$ cat config.mk
export PLATFORM = sky130hd
export DESIGN_NAME = multilevel_ready_queue_scheduler_flat
export DESIGN_NICKNAME = d
export VERILOG_FILES = /design/src/rtl/core/mlq_pkg.sv /design/src/rtl/core/mlq_in_if.sv /design/src/rtl/core/mlq_out_if.sv /design/src/rtl/core/mlq_ctrl.sv /design/src/rtl/core/mlq_dp.sv /design/src/rtl/core/multilevel_ready_queue_scheduler.sv /design/src/flat_wrapper.sv
export SDC_FILE = /design/constraint.sdc
export NUM_CORES = 1
export LEC_CHECK = 0
export BUFFER_PORTS_ARGS = -buffer_cell sky130_fd_sc_hd__buf_4
export CORE_UTILIZATION = 45
export CTS_BUF_LIST = sky130_fd_sc_hd__clkbuf_16
export CTS_CLUSTER_DIAMETER = 100
export CTS_CLUSTER_SIZE = 16
export DETAILED_ROUTE_END_ITERATION = 8
export SETUP_SLACK_MARGIN = 0.4
export SLEW_MARGIN = 20
export SYNTH_ARGS = -nofsm -noshare
export SYNTH_HDL_FRONTEND = slang
export SYNTH_HIERARCHICAL = 1
export SYNTH_SLANG_ARGS = --single-unit
$ cat constraint.sdc
create_clock -name clk -period 5.6 [get_ports clk]
set_input_delay 1.12 -clock clk [delete_from_list [all_inputs] [get_ports clk]]
set_output_delay 1.12 -clock clk [all_outputs]
set_load 0.05 [all_outputs]
$ cat src/rtl/core/mlq_pkg.sv
// mlq_pkg: sizes, request and result codes, status codes and the
// controller/datapath command and status structs of the ready queue scheduler.
// No dependencies.
`default_nettype none

package mlq_pkg;

  localparam int LEVELS        = 4;
  localparam int QUEUE_DEPTH   = 8;
  localparam int PROCESS_COUNT = 16;

  localparam int LW  = (LEVELS > 1) ? $clog2(LEVELS) : 1;
  localparam int LCW = $clog2(LEVELS + 1);
  localparam int QW  = (QUEUE_DEPTH > 1) ? $clog2(QUEUE_DEPTH) : 1;
  localparam int CW  = $clog2(QUEUE_DEPTH + 1);
  localparam int AW  = $clog2(LEVELS * QUEUE_DEPTH);
  localparam int PW  = (PROCESS_COUNT > 1) ? $clog2(PROCESS_COUNT) : 1;

  localparam logic [7:0] QUANTUM_RESET = 8'd10;

  localparam logic [1:0] REQ_SCHED    = 2'd0;
  localparam logic [1:0] REQ_DISPATCH = 2'd1;
  localparam logic [1:0] REQ_MARK     = 2'd2;

  localparam logic [2:0] RES_QUEUED     = 3'd0;
  localparam logic [2:0] RES_BAD_LEVEL  = 3'd1;
  localparam logic [2:0] RES_FULL       = 3'd2;
  localparam logic [2:0] RES_DISPATCHED = 3'd3;
  localparam logic [2:0] RES_REAPED     = 3'd4;
  localparam logic [2:0] RES_NONE       = 3'd5;
  localparam logic [2:0] RES_BAD_STATUS = 3'd6;
  localparam logic [2:0] RES_MARKED     = 3'd7;

  localparam logic [1:0] ST_UNUSED  = 2'd0;
  localparam logic [1:0] ST_READY   = 2'd1;
  localparam logic [1:0] ST_RUNNING = 2'd2;
  localparam logic [1:0] ST_ZOMBIE  = 2'd3;

  typedef struct packed {
    logic load_req;
    logic do_sched;
    logic do_mark;
    logic lvl_clr;
    logic lvl_inc;
    logic pop;
    logic head_emit;
    logic emit_none;
  } mlq_cmd_t;

  typedef struct packed {
    logic [1:0] req;
    logic       lvl_end;
    logic       lvl_empty;
    logic       head_zombie;
    logic       out_free;
  } mlq_stat_t;

endpackage

`default_nettype wire

$ cat src/rtl/core/mlq_in_if.sv
// mlq_in_if: request channel, valid/ready with the request fields.
// Depends on nothing.
`default_nettype none

interface mlq_in_if;
  logic       valid;
  logic       ready;
  logic [1:0] req_type;
  logic [3:0] process_id;
  logic [2:0] priority_level;

  modport source (output valid, req_type, process_id, priority_level, input ready);
  modport sink (input valid, req_type, process_id, priority_level, output ready);
endinterface

`default_nettype wire

$ cat src/rtl/core/mlq_out_if.sv
// mlq_out_if: result channel, valid/ready with the result fields.
// Depends on nothing.
`default_nettype none

interface mlq_out_if;
  logic       valid;
  logic       ready;
  logic [2:0] result_kind;
  logic [3:0] out_process;
  logic [7:0] quantum_given;
  logic       last_result;

  modport source (output valid, result_kind, out_process, quantum_given, last_result,
                  input ready);
  modport sink (input valid, result_kind, out_process, quantum_given, last_result,
                output ready);
endinterface

`default_nettype wire

$ cat src/rtl/core/mlq_ctrl.sv
// mlq_ctrl: request sequencer; decodes requests and steps the dispatch scan.
// Depends on mlq_pkg.
`default_nettype none

module mlq_ctrl
  import mlq_pkg::*;
(
  input  wire logic      clk,
  input  wire logic      rst_n,
  input  wire logic      in_valid,
  output logic           in_ready,
  input  wire mlq_stat_t stat,
  output mlq_cmd_t       cmd
);

  localparam logic [1:0] S_IDLE   = 2'd0;
  localparam logic [1:0] S_DECODE = 2'd1;
  localparam logic [1:0] S_SCAN   = 2'd2;
  localparam logic [1:0] S_HEAD   = 2'd3;

  logic [1:0] state_r, state_nxt;

  always_comb begin
    cmd       = '0;
    state_nxt = state_r;
    in_ready  = 1'b0;
    case (state_r)
      S_IDLE: begin
        in_ready = 1'b1;
        if (in_valid) begin
          cmd.load_req = 1'b1;
          state_nxt    = S_DECODE;
        end
      end
      S_DECODE: begin
        case (stat.req)
          REQ_SCHED: begin
            if (stat.out_free) begin
              cmd.do_sched = 1'b1;
              state_nxt    = S_IDLE;
            end
          end
          REQ_DISPATCH: begin
            cmd.lvl_clr = 1'b1;
            state_nxt   = S_SCAN;
          end
          REQ_MARK: begin
            if (stat.out_free) begin
              cmd.do_mark = 1'b1;
              state_nxt   = S_IDLE;
            end
          end
          default: state_nxt = S_IDLE;
        endcase
      end
      S_SCAN: begin
        if (stat.lvl_end) begin
          if (stat.out_free) begin
            cmd.emit_none = 1'b1;
            state_nxt     = S_IDLE;
          end
        end else if (stat.lvl_empty) begin
          cmd.lvl_inc = 1'b1;
        end else begin
          cmd.pop   = 1'b1;
          state_nxt = S_HEAD;
        end
      end
      S_HEAD: begin
        if (stat.out_free) begin
          cmd.head_emit = 1'b1;
          state_nxt     = stat.head_zombie ? S_SCAN : S_IDLE;
        end
      end
      default: state_nxt = S_IDLE;
    endcase
  end

  always_ff @(posedge clk) begin
    if (!rst_n) begin
      state_r <= S_IDLE;
    end else begin
      state_r <= state_nxt;
    end
  end

endmodule

`default_nettype wire

$ cat src/rtl/core/mlq_dp.sv
// mlq_dp: queue storage, pointers, process status table, quantum register
// and the result register. Depends on mlq_pkg.
`default_nettype none

module mlq_dp
  import mlq_pkg::*;
(
  input  wire logic       clk,
  input  wire logic       rst_n,
  input  wire logic [1:0] req_type,
  input  wire logic [3:0] process_id,
  input  wire logic [2:0] priority_level,
  input  wire logic       cfg_we,
  input  wire logic [7:0] cfg_wdata,
  input  wire mlq_cmd_t   cmd,
  output mlq_stat_t       stat,
  output logic            out_valid,
  input  wire logic       out_ready,
  output logic [2:0]      result_kind,
  output logic [3:0]      out_process,
  output logic [7:0]      quantum_given,
  output logic            last_result
);

  logic [3:0]     mem [LEVELS*QUEUE_DEPTH];
  logic [3:0]     rd_r;
  logic [QW-1:0]  heads_r [LEVELS];
  logic [QW-1:0]  tails_r [LEVELS];
  logic [CW-1:0]  counts_r [LEVELS];
  logic [1:0]     status_r [PROCESS_COUNT];
  logic [7:0]     quantum_r;
  logic [1:0]     req_r;
  logic [3:0]     pid_r;
  logic [2:0]     lvl_r;
  logic [LCW-1:0] scan_r;

  logic           out_valid_r;
  logic [2:0]     kind_r, kind_nxt;
  logic [3:0]     proc_r, proc_nxt;
  logic [7:0]     quant_r, quant_nxt;
  logic           last_r, last_nxt;

  logic [LW-1:0]  ix;
  logic [AW-1:0]  wr_addr, rd_addr;
  logic           lvl_bad, pid_bad, q_full, head_ok, emit, enq;
  logic [1:0]     head_st;

  function automatic logic [QW-1:0] advance(input logic [QW-1:0] p);
    return (p == QW'(QUEUE_DEPTH - 1)) ? '0 : p + 1'b1;
  endfunction

  assign ix      = (req_r == REQ_SCHED) ? lvl_r[LW-1:0] : scan_r[LW-1:0];
  assign wr_addr = AW'(ix) * AW'(QUEUE_DEPTH) + AW'(tails_r[ix]);
  assign rd_addr = AW'(ix) * AW'(QUEUE_DEPTH) + AW'(heads_r[ix]);
  assign lvl_bad = (4'(lvl_r) >= 4'(LEVELS));
  assign pid_bad = (5'(pid_r) >= 5'(PROCESS_COUNT));
  assign q_full  = (counts_r[ix] >= CW'(QUEUE_DEPTH));
  assign enq     = cmd.do_sched && !lvl_bad && !pid_bad && !q_full;
  assign head_ok = (5'(rd_r) < 5'(PROCESS_COUNT));
  assign head_st = head_ok ? status_r[rd_r[PW-1:0]] : ST_UNUSED;
  assign emit    = cmd.do_sched | cmd.do_mark | cmd.head_emit | cmd.emit_none;

  assign stat.req         = req_r;
  assign stat.lvl_end     = (scan_r == LCW'(LEVELS));
  assign stat.lvl_empty   = (counts_r[ix] == '0);
  assign stat.head_zombie = (head_st == ST_ZOMBIE);
  assign stat.out_free    = !out_valid_r || out_ready;

  always_comb begin
    kind_nxt  = RES_NONE;
    proc_nxt  = '0;
    quant_nxt = '0;
    last_nxt  = 1'b1;
    if (cmd.do_sched) begin
      proc_nxt = pid_r;
      if (lvl_bad) begin
        kind_nxt = RES_BAD_LEVEL;
      end else if (pid_bad) begin
        kind_nxt = RES_BAD_STATUS;
      end else if (q_full) begin
        kind_nxt = RES_FULL;
      end else begin
        kind_nxt = RES_QUEUED;
      end
    end else if (cmd.do_mark) begin
      proc_nxt = pid_r;
      kind_nxt = pid_bad ? RES_BAD_STATUS : RES_MARKED;
    end else if (cmd.head_emit) begin
      proc_nxt = rd_r;
      case (head_st)
        ST_READY: begin
          kind_nxt  = RES_DISPATCHED;
          quant_nxt = quantum_r;
        end
        ST_ZOMBIE: begin
          kind_nxt = RES_REAPED;
          last_nxt = 1'b0;
        end
        default: kind_nxt = RES_BAD_STATUS;
      endcase
    end
  end

  // queue storage
  always_ff @(posedge clk) begin
    if (enq) begin
      mem[wr_addr] <= pid_r;
    end
    if (cmd.pop) begin
      rd_r <= mem[rd_addr];
    end
  end

  // request latch
  always_ff @(posedge clk) begin
    if (cmd.load_req) begin
      req_r <= req_type;
      pid_r <= process_id;
      lvl_r <= priority_level;
    end
  end

  always_ff @(posedge clk) begin
    if (!rst_n) begin
      for (int i = 0; i < LEVELS; i++) begin
        heads_r[i]  <= '0;
        tails_r[i]  <= '0;
        counts_r[i] <= '0;
      end
      for (int i = 0; i < PROCESS_COUNT; i++) begin
        status_r[i] <= ST_UNUSED;
      end
      quantum_r   <= QUANTUM_RESET;
      scan_r      <= '0;
      out_valid_r <= 1'b0;
    end else begin
      if (cfg_we) begin
        quantum_r <= cfg_wdata;
      end
      if (cmd.lvl_clr) begin
        scan_r <= '0;
      end else if (cmd.lvl_inc) begin
        scan_r <= scan_r + 1'b1;
      end
      if (cmd.do_sched && !lvl_bad && !pid_bad) begin
        status_r[pid_r[PW-1:0]] <= ST_READY;
      end
      if (cmd.do_mark && !pid_bad) begin
        status_r[pid_r[PW-1:0]] <= ST_ZOMBIE;
      end
      if (enq) begin
        tails_r[ix]  <= advance(tails_r[ix]);
        counts_r[ix] <= counts_r[ix] + 1'b1;
      end
      if (cmd.pop) begin
        heads_r[ix]  <= advance(heads_r[ix]);
        counts_r[ix] <= counts_r[ix] - 1'b1;
      end
      if (cmd.head_emit && head_ok) begin
        if (head_st == ST_READY) begin
          status_r[rd_r[PW-1:0]] <= ST_RUNNING;
        end else if (head_st == ST_ZOMBIE) begin
          status_r[rd_r[PW-1:0]] <= ST_UNUSED;
        end
      end
      if (emit) begin
        out_valid_r <= 1'b1;
      end else if (out_ready) begin
        out_valid_r <= 1'b0;
      end
    end
  end

  // result register
  always_ff @(posedge clk) begin
    if (emit) begin
      kind_r  <= kind_nxt;
      proc_r  <= proc_nxt;
      quant_r <= quant_nxt;
      last_r  <= last_nxt;
    end
  end

  assign out_valid     = out_valid_r;
  assign result_kind   = kind_r;
  assign out_process   = proc_r;
  assign quantum_given = quant_r;
  assign last_result   = last_r;

endmodule

`default_nettype wire

$ cat src/rtl/core/multilevel_ready_queue_scheduler.sv
// multilevel_ready_queue_scheduler: top level, joins sequencer and datapath.
// Depends on mlq_pkg, mlq_in_if, mlq_out_if, mlq_ctrl, mlq_dp.
//
//   channel  dir  transfer when        fields
//   in_ch    in   valid & ready        req_type, process_id, priority_level
//   out_ch   out  valid & ready        result_kind, out_process, quantum_given, last_result
//   cfg      in   cfg_we               cfg_wdata (quantum)
//
// schedule and mark: the sequencer takes the request, then decodes it and loads
// the result register. dispatch: take and decode, then step over each empty level
// scanned, close a scan that finds nothing ready, and take each popped head by a
// queue memory read, then a status lookup.
// one request at a time; a full result register holds the sequencer.
// synchronous reset clears pointers, counts and the status table at once.
`default_nettype none

module multilevel_ready_queue_scheduler
  import mlq_pkg::*;
(
  input  wire logic       clk,
  input  wire logic       rst_n,
  mlq_in_if.sink          in_ch,
  mlq_out_if.source       out_ch,
  input  wire logic       cfg_we,
  input  wire logic [7:0] cfg_wdata
);

  mlq_cmd_t  cmd;
  mlq_stat_t stat;

  mlq_ctrl u_ctrl (
    .clk      (clk),
    .rst_n    (rst_n),
    .in_valid (in_ch.valid),
    .in_ready (in_ch.ready),
    .stat     (stat),
    .cmd      (cmd)
  );

  mlq_dp u_dp (
    .clk            (clk),
    .rst_n          (rst_n),
    .req_type       (in_ch.req_type),
    .process_id     (in_ch.process_id),
    .priority_level (in_ch.priority_level),
    .cfg_we         (cfg_we),
    .cfg_wdata      (cfg_wdata),
    .cmd            (cmd),
    .stat           (stat),
    .out_valid      (out_ch.valid),
    .out_ready      (out_ch.ready),
    .result_kind    (out_ch.result_kind),
    .out_process    (out_ch.out_process),
    .quantum_given  (out_ch.quantum_given),
    .last_result    (out_ch.last_result)
  );

endmodule

`default_nettype wire
$ cat src/flat_wrapper.sv
// flat-port wrapper written by rule: the top's interface ports become plain ports
module multilevel_ready_queue_scheduler_flat import mlq_pkg::*;
  (clk, rst_n, cfg_we, cfg_wdata, in_ch_valid, in_ch_req_type, in_ch_process_id, in_ch_priority_level, in_ch_ready, out_ch_valid, out_ch_result_kind, out_ch_out_process, out_ch_quantum_given, out_ch_last_result, out_ch_ready);
  mlq_in_if in_ch_i ();
  mlq_out_if out_ch_i ();
  input  wire logic clk;
  input  wire logic rst_n;
  input  wire logic cfg_we;
  input  wire logic [7:0] cfg_wdata;
  input wire logic [$bits(in_ch_i.valid)-1:0] in_ch_valid;
  input wire logic [$bits(in_ch_i.req_type)-1:0] in_ch_req_type;
  input wire logic [$bits(in_ch_i.process_id)-1:0] in_ch_process_id;
  input wire logic [$bits(in_ch_i.priority_level)-1:0] in_ch_priority_level;
  output wire logic [$bits(in_ch_i.ready)-1:0] in_ch_ready;
  output wire logic [$bits(out_ch_i.valid)-1:0] out_ch_valid;
  output wire logic [$bits(out_ch_i.result_kind)-1:0] out_ch_result_kind;
  output wire logic [$bits(out_ch_i.out_process)-1:0] out_ch_out_process;
  output wire logic [$bits(out_ch_i.quantum_given)-1:0] out_ch_quantum_given;
  output wire logic [$bits(out_ch_i.last_result)-1:0] out_ch_last_result;
  input wire logic [$bits(out_ch_i.ready)-1:0] out_ch_ready;
  assign in_ch_i.valid = in_ch_valid;
  assign in_ch_i.req_type = in_ch_req_type;
  assign in_ch_i.process_id = in_ch_process_id;
  assign in_ch_i.priority_level = in_ch_priority_level;
  assign in_ch_ready = in_ch_i.ready;
  assign out_ch_valid = out_ch_i.valid;
  assign out_ch_result_kind = out_ch_i.result_kind;
  assign out_ch_out_process = out_ch_i.out_process;
  assign out_ch_quantum_given = out_ch_i.quantum_given;
  assign out_ch_last_result = out_ch_i.last_result;
  assign out_ch_i.ready = out_ch_ready;
  multilevel_ready_queue_scheduler u_core (.clk(clk), .rst_n(rst_n), .in_ch(in_ch_i), .out_ch(out_ch_i), .cfg_we(cfg_we), .cfg_wdata(cfg_wdata));
endmodule
==> results of run 1 <==
## power groups by stage
stage                     Sequential, mW  Clock (mW)  Combinational [mW]
after global routing                2.02        1.33               0.339
after global placement              2.06           0               0.307
after CTS                           2.02        1.26               0.314
after detailed placement            2.06           0               0.312
after floorplan                     2.08           0               0.200
final                               2.02        1.22               0.312
## path summary, 6_finish.rpt
path / to / slack (ns) / depth (start not counted)
worst max register to register: u_core/u_dp/counts_r[1][3]$_SDFFCE_PN0P_ / 1.21 / 13
worst max-delay path: u_core/u_dp/counts_r[1][3]$_SDFFCE_PN0P_ / 1.21 / 13
worst min register to register: u_core/u_dp/status_r[14][0]$_SDFFE_PP0P_ / 0.46 / 2
worst min-delay path: u_core/u_dp/status_r[14][0]$_SDFFE_PP0P_ / 0.46 / 2
## through the flow
stage / area (sq um) / std cells / hold slack [ns] / worst slack, ns / utilization (%)
2_1_floorplan: 10900 / 802 / 0.433 / 1.87 / -
3_3_place_gp: 11500 / 1141 / 0.447 / 1.35 / 48.8
3_5_place_dp: 11500 / 1141 / 0.449 / 1.24 / 48.8
4_1_cts: 12100 / 1174 / 0.459 / 1.20 / 51.1
5_1_grt: 12100 / 1174 / 0.472 / 0.842 / 51.1
6_report: 12100 / 1174 / 0.459 / 1.21 / 51.1
## cells by family after synthesis
logic type	Yosys count
simple gates	297
flops	243
mux	110
compound gates	84
buf+inv	53
fa+ha+maj	12
xor+xnor	3
## critical path, cell delays in order, from the launching register on
cell	delay (ns)
edfxtp_1	0.51
nor2_4	0.27
mux2i_4	0.66
mux4_2	0.62
nor4_1	0.60
nor4_4	0.16
nand2_1	0.17
inv_1	0.12
ha_1	0.29
a21o_1	0.16
a21oi_1	0.18
a21oi_1	0.06
nor2_1	0.24
nor2_1	0.06
## flip-flops by register name, indices dropped and copies added (netlist names)
name                       cells
u_core/u_ctrl/state_r          2
u_core/u_dp/mem              128
u_core/u_dp/quantum_r          8
u_core/u_dp/out_process        4
u_core/u_dp/quantum_given      8
u_core/u_dp/tails_r           12
u_core/u_dp/result_kind        3
u_core/u_dp/pid_r              4
u_core/u_dp/heads_r           12
u_core/u_dp/status_r          32
u_core/u_dp/counts_r          16
u_core/u_dp/lvl_r              3
u_core/u_dp/last_result        1
u_core/u_dp/out_valid          1
u_core/u_dp/scan_r             3
u_core/u_dp/rd_r               4
u_core/u_dp/req_r              2
## layer usage
layer	GRT usage, %	up-vias
met5	0	-
met3	3.42	45
met1	26.4	3327
met4	6.43	2
li1	-	3077
met2	34.2	184
## cell usage in the layout (no fill, tap or decap), types with 9 or more instances in the layout
cell type | netlist | final
inv_1 | 17 | 29
buf_4 | 3 | 54
nand2b_1 | 13 | 13
a221o_1 | 9 | 9
clkbuf_16 | 0 | 19
mux2i_1 | 79 | 79
nor2b_1 | 16 | 16
mux4_2 | 22 | 22
and2_1 | 15 | 15
and3_1 | 16 | 16
o21ai_0 | 10 | 10
nand3_1 | 23 | 23
dfxtp_1 | 30 | 30
ha_1 | 11 | 11
nand2_1 | 90 | 90
a21oi_1 | 18 | 18
a22oi_1 | 9 | 9
edfxtp_1 | 213 | 213
nor2_1 | 83 | 83
nor3_1 | 11 | 11
## cell type report
cell class,instances,area share (%)
sequential,243,57.9
clock buffer,19,3.94
inverter,19,0.591
multi-input combinational,506,30.3
timing repair buffer,54,3.36
tap,319,3.31
clock inverter,14,0.580
==> out/metrics.yaml, run 1 <==
drc_errors: 0
tns_ns: 0
crit_start: "u_core/u_dp/req_r[1]$_DFFE_PP_"
clock_power_share_pct: 34.4
seq_area_sq_mm: 0.00700
n_fill_cell: 2041
skew_ns: 0.0259
postCtsHoldBufs: 0
ctsResizeCount: 0
syn_area_sq_mm: 0.0109
fin_crit_ns: 4.39
insertion_delay_ns: 0.51
path_class: "register to register"
p_switching_mw: 0.819
syn_inst: 802
nets: 877
muxShareOfSynthArea_pct: 13.0
synth-edff-count: 213
p_int_mw: 2.74
drv_slew: 0
crit_fanout: 13
cts_sinks: 243
synth_seq_area_share_pct: 64.1
cts.htree.levels: 1
synth_simple_gate_area_share_pct: 13.2
met2_length_microns: 12000
synth.ff_latch_count: 243
die_area_sq_mm: 0.0249
viasPerCell: 5.65
worstMarginPinSlew_ns: 0.840
grt_max_degree: 70
ys_top_cells_by_area: "edfxtp_1 (59%), mux2i_1 (7.2%), dfxtp_1 (5.5%)"
dp_hpwl_microns: 16700
synth_flop_cell: "edfxtp_1"
arrival_ns: 4.62
worstPathRequired_ns: 5.83
synthDistinctLibCells: 62
multi_input_area_sq_mm: 0.00366
max-cap-violations: 0
syn_nets: 836
synth.most_common_cell: "edfxtp_1"
cts_inserted_buffers: 19
place.gp.congestion: 0.822
antenna_cells: 0
antenna_found_initial: 1
period_share_pct: 78.3
synthArstFlopShare_pct: 0
dieHeight_microns: 158
yosys.area_share.adder_pct: 1.44
rsz0062_at_grt: "false"
r2r-start: "u_core/u_dp/req_r[1]$_DFFE_PP_"
detail-route-antenna-nets: 0
synth_top_family_by_area: "simple AND/OR/NAND/NOR gates"
core_sq_mm: 0.0236
setup_violations: 0
p_leak_nw: 4.26
drive_above_1_share_pct: 13.8
switching_share_pct: 23.0
total_power_mw: 3.56
num_rows: 56
die_width_microns: 158
postCtsSetupBuffers: 0
worstHoldStart: "u_core/u_dp/status_r[14][0]$_SDFFE_PP0P_"
fmax_mhz: 228
wl_met1_microns: 10000
routed_wl_microns: 24000
crit_path_start_kind: "register"
synth.top_cells.by_count: "edfxtp_1 (213), nand2_1 (90), nor2_1 (83)"
cts_tree: "built"
hold_path.class: "register to register"
ios: 40
dr.pass1.iters: 5
post-synth-top-area-fraction_pct: 58.6
routedWlPerCell_microns: 20.5
power-per-cell-area_mw_per_mm2: 295
max-vdd-ir-drop_uv: 244
grt_pass1_vias: 6703
portBuffers: 39
path_clk_slew_ns: 0.07
run_status: "completed"
synth_compound_area_share_pct: 5.58
root_buffer: "clkbuf_16"
synth-xor-area-share_pct: 0.241
met3_length_microns: 1380
vias: 6635
grt.total_usage_pct: 20.2
synth_top_cell_by_area: "edfxtp_1"
drt_first_iter_violations: 406
area_growth_pct: 10.5
synth.avg_cell_area_sq_um: 13.6
seqPwrFrac_pct: 56.8
crit_path_end_kind: "register"
grt_overflow: 0
yosysWarnings: 6
start_util_pct: 46.3
pwr-share-comb_pct: 8.8
grt_first_pass_wirelength_microns: 37700
relSlewSlack_pct: 42.8
routed.top_layer: "met5"
clockBufferDepth: 3
hold_violations: 0
No activity file was read; power rests on OpenSTA's default activity.
==> run 2, diff against run 1 <==
--- a/config.mk
+++ b/config.mk
@@ -5,6 +5,7 @@
 export SDC_FILE = /design/constraint.sdc
 export NUM_CORES = 1
 export LEC_CHECK = 0
+export ABC_AREA = 1
 export BUFFER_PORTS_ARGS = -buffer_cell sky130_fd_sc_hd__buf_4
 export CORE_UTILIZATION = 45
 export CTS_BUF_LIST = sky130_fd_sc_hd__clkbuf_16
==> constraint.sdc (replaced) <==
create_clock -name clk -period 3.6 [get_ports clk]
set_input_delay 0.72 -clock clk [delete_from_list [all_inputs] [get_ports clk]]
set_output_delay 0.72 -clock clk [all_outputs]
set_load 0.05 [all_outputs]
==> run 2 against run 1 <==
Net effect: wire length is 14% higher; sequential share of layout area is 4.0 points lower; critical path depth is 5 higher; largest cell class unchanged.
==> out/metrics.yaml, run 2 <==
grt_overflow: 0
synth.ff_latch_count: 243
rsz0062_at_grt: "true"
num_rows: 58
skew_ns: 0.0212
dr.pass1.iters: 5
dp_hpwl_microns: 18100
place_area_sq_mm: 0.0124
viasPerCell: 5.29
period_share_pct: 84.6
fin_crit_ns: 3.05
max-vdd-ir-drop_uv: 279
timing.hold.ws_ns: 0.390
drive_above_1_share_pct: 13.0
drc_errors: 0
insertion_delay_ns: 0.50
routed_wl_microns: 27400
cts_sinks: 243
syn_inst: 1212
drv_slew: 0
arrival_ns: 3.30
synth.most_common_cell: "nand2_1"
grt_max_degree: 65
synth_seq_area_share_pct: 59.7
worstReg2RegEnd: "u_core/u_dp/counts_r[3][3]$_DFFE_PP_"
synth.avg_cell_area_sq_um: 9.67
grt_pass1_vias: 8139
relSlewSlack_pct: 50.9
hold_path.class: "primary input to register"
layout_commonest_cell: "nand2_1"
clockBufferDepth: 3
synthDistinctLibCells: 43
dieHeight_microns: 163
r2r_slack_ns: 0.55
postCtsHoldBufs: 0
worstPathRequired_ns: 3.86
die_area_sq_mm: 0.0267
die_width_microns: 163
largest_reg_flops: 128
synth_top_family_by_area: "simple AND/OR/NAND/NOR gates"
routedWlPerCell_microns: 17.2
holdPathStages: 1
ys_top_cells_by_area: "edfxtp_1 (55%), nand2_1 (8.1%), nand3_1 (7.0%)"
total_power_mw: 5.90
synth_compound_area_share_pct: 4.19
synthArstFlopShare_pct: 0
cts_tree: "built"
grt.total_usage_pct: 21.1
largest_registers: "u_core/u_dp/mem (128), u_core/u_dp/status_r (32), u_core/u_dp/counts_r (16)"
synth-xor-area-share_pct: 0.150
portBuffers: 39
root_buffer: "clkbuf_16"
antenna_cells: 0
power-per-cell-area_mw_per_mm2: 455
tns_ns: 0
vias: 8398
cts.htree.levels: 1
crit_path_end_kind: "register"
synth_flop_cell: "edfxtp_1"
detail-route-antenna-nets: 0
nets: 1285
synth_simple_gate_area_share_pct: 26.7
drt_first_iter_violations: 602
fmax_mhz: 328
yosysWarnings: 6
layout_common_cells: "nand2_1 (249), edfxtp_1 (213), inv_1 (170)"
syn_area_sq_mm: 0.0117
antenna_found_initial: 0
grt_first_pass_wirelength_microns: 43000
synth_top_cell_by_area: "edfxtp_1"
setup_violations: 0
p_leak_nw: 5.41
ios: 40
yosys.area_share.adder_pct: 1.35
post-synth-top-area-fraction_pct: 54.6
path_clk_slew_ns: 0.07
syn_nets: 1246
crit_fanout: 10
synth-edff-count: 213
r2r-start: "u_core/u_dp/req_r[0]$_DFFE_PP_"
hold_path_end: "u_core/u_dp/pid_r[2]$_DFFE_PP_"
muxShareOfSynthArea_pct: 0
crit_path_start_kind: "register"
cts_inserted_buffers: 19
run_status: "completed"
area_growth_pct: 10.7
worstMarginPinSlew_ns: 0.736
core_sq_mm: 0.0253
place.gp.congestion: 0.932
max-cap-violations: 0
worstHoldStart: "in_ch_process_id[2]"
largest-register: "u_core/u_dp/mem"
synth.top_cells.by_count: "nand2_1 (253), edfxtp_1 (213), inv_1 (166)"
start_util_pct: 46.3
hold_violations: 0
path_class: "register to register"
r2r_cells: 18
final_cell_area_sq_mm: 0.0130
## run 2: cell types whose count changed after synthesis, moves of 30 or more
cell / previous run / this run
inv_1: 17 / 166
nand3_1: 23 / 163
nand2_1: 90 / 253
mux2i_1: 79 / 0
buf_2: 3 / 33
nand3b_1: 6 / 60
## run 2: kinds of logic after synthesis
logic type               after synthesis
buffers and inverters                227
flip-flops                           243
adder cells (fa/ha/maj)               12
AO/OA/AOI/OAI                         80
AND/OR/NAND/NOR                      648
XOR/XNOR                               2
## run 2: how the worst max path moves through the flow
| stage | slack [ns] | depth (start not counted) | start | to |
|---|---|---|---|---|
| final | 0.55 | 18 | u_core/u_dp/req_r[0]$_DFFE_PP_ | u_core/u_dp/counts_r[3][3]$_DFFE_PP_ |
| after global placement | 0.43 | 19 | u_core/u_dp/req_r[0]$_DFFE_PP_ | u_core/u_dp/counts_r[0][3]$_SDFFCE_PN0P_ |
| after detailed placement | 0.43 | 19 | u_core/u_dp/req_r[0]$_DFFE_PP_ | u_core/u_dp/counts_r[3][3]$_DFFE_PP_ |
| after CTS | 0.41 | 19 | u_core/u_dp/req_r[1]$_DFFE_PP_ | u_core/u_dp/counts_r[3][3]$_DFFE_PP_ |
| after floorplan | 0.44 | 17 | u_core/u_dp/req_r[0]$_DFFE_PP_ | u_core/u_dp/counts_r[0][3]$_SDFFCE_PN0P_ |
| after global routing | 0.33 | 18 | u_core/u_dp/req_r[0]$_DFFE_PP_ | u_core/u_dp/counts_r[3][3]$_DFFE_PP_ |
## run 2: area by class of cell
type	count	area (sq um)
Timing Repair Buffer	65	500
Clock buffer	19	475
Inverter	180	678
Clock inverter	8	47.5
Tap cell	330	413
Fill cell	2335	12400
Sequential cell	243	7000
Multi-Input combinational cell	742	3850
## run 2: report_power, final
group          internal, mW  switching (mW)  leakage (nW)
registers              3.14          0.0449          2.24
clock network         0.958           0.942         0.278
logic                 0.235           0.576          2.89
## run 2: stage by stage
| stage | util (%) | worst slack, ns | cells |
|---|---|---|---|
| after floorplan | - | 0.443 | 1212 |
| after global placement | 48.8 | 0.429 | 1557 |
| after detailed placement | 48.8 | 0.429 | 1557 |
| after CTS | 50.9 | 0.408 | 1585 |
| after global routing | 51.2 | 0.328 | 1587 |
| final | 51.2 | 0.553 | 1587 |
## run 2: metal layers
layer	up-vias	share of wire, %	global-route usage [%]
met3	37	6.9	3.38
met1	4006	45	29.3
met4	0	1.9	6.37
li1	4097	-	-
met5	-	0	0
met2	258	46	34.0
## run 2: repair_timing
action / in CTS / in global routing
gates cloned: 0 / 0
endpoints found under the setup margin: 1 / 11
pin swaps: 0 / 5
buffers inserted: 1 / 2
resized for setup: 0 / 11
## run 2: critical path, cell delays in order (launching register included)
cell,delay [ns]
edfxtp_1,0.49
nor2_4,0.21
nand2_2,0.09
nand2_2,0.15
nand2_4,0.11
or2_1,0.26
nand3_2,0.15
nand2_1,0.08
nor3_2,0.23
nor2_2,0.08
nand2_2,0.07
inv_2,0.07
ha_4,0.29
nand2_1,0.05
inv_1,0.04
nand2_1,0.04
nand2_1,0.09
xor2_2,0.22
nor2_1,0.07
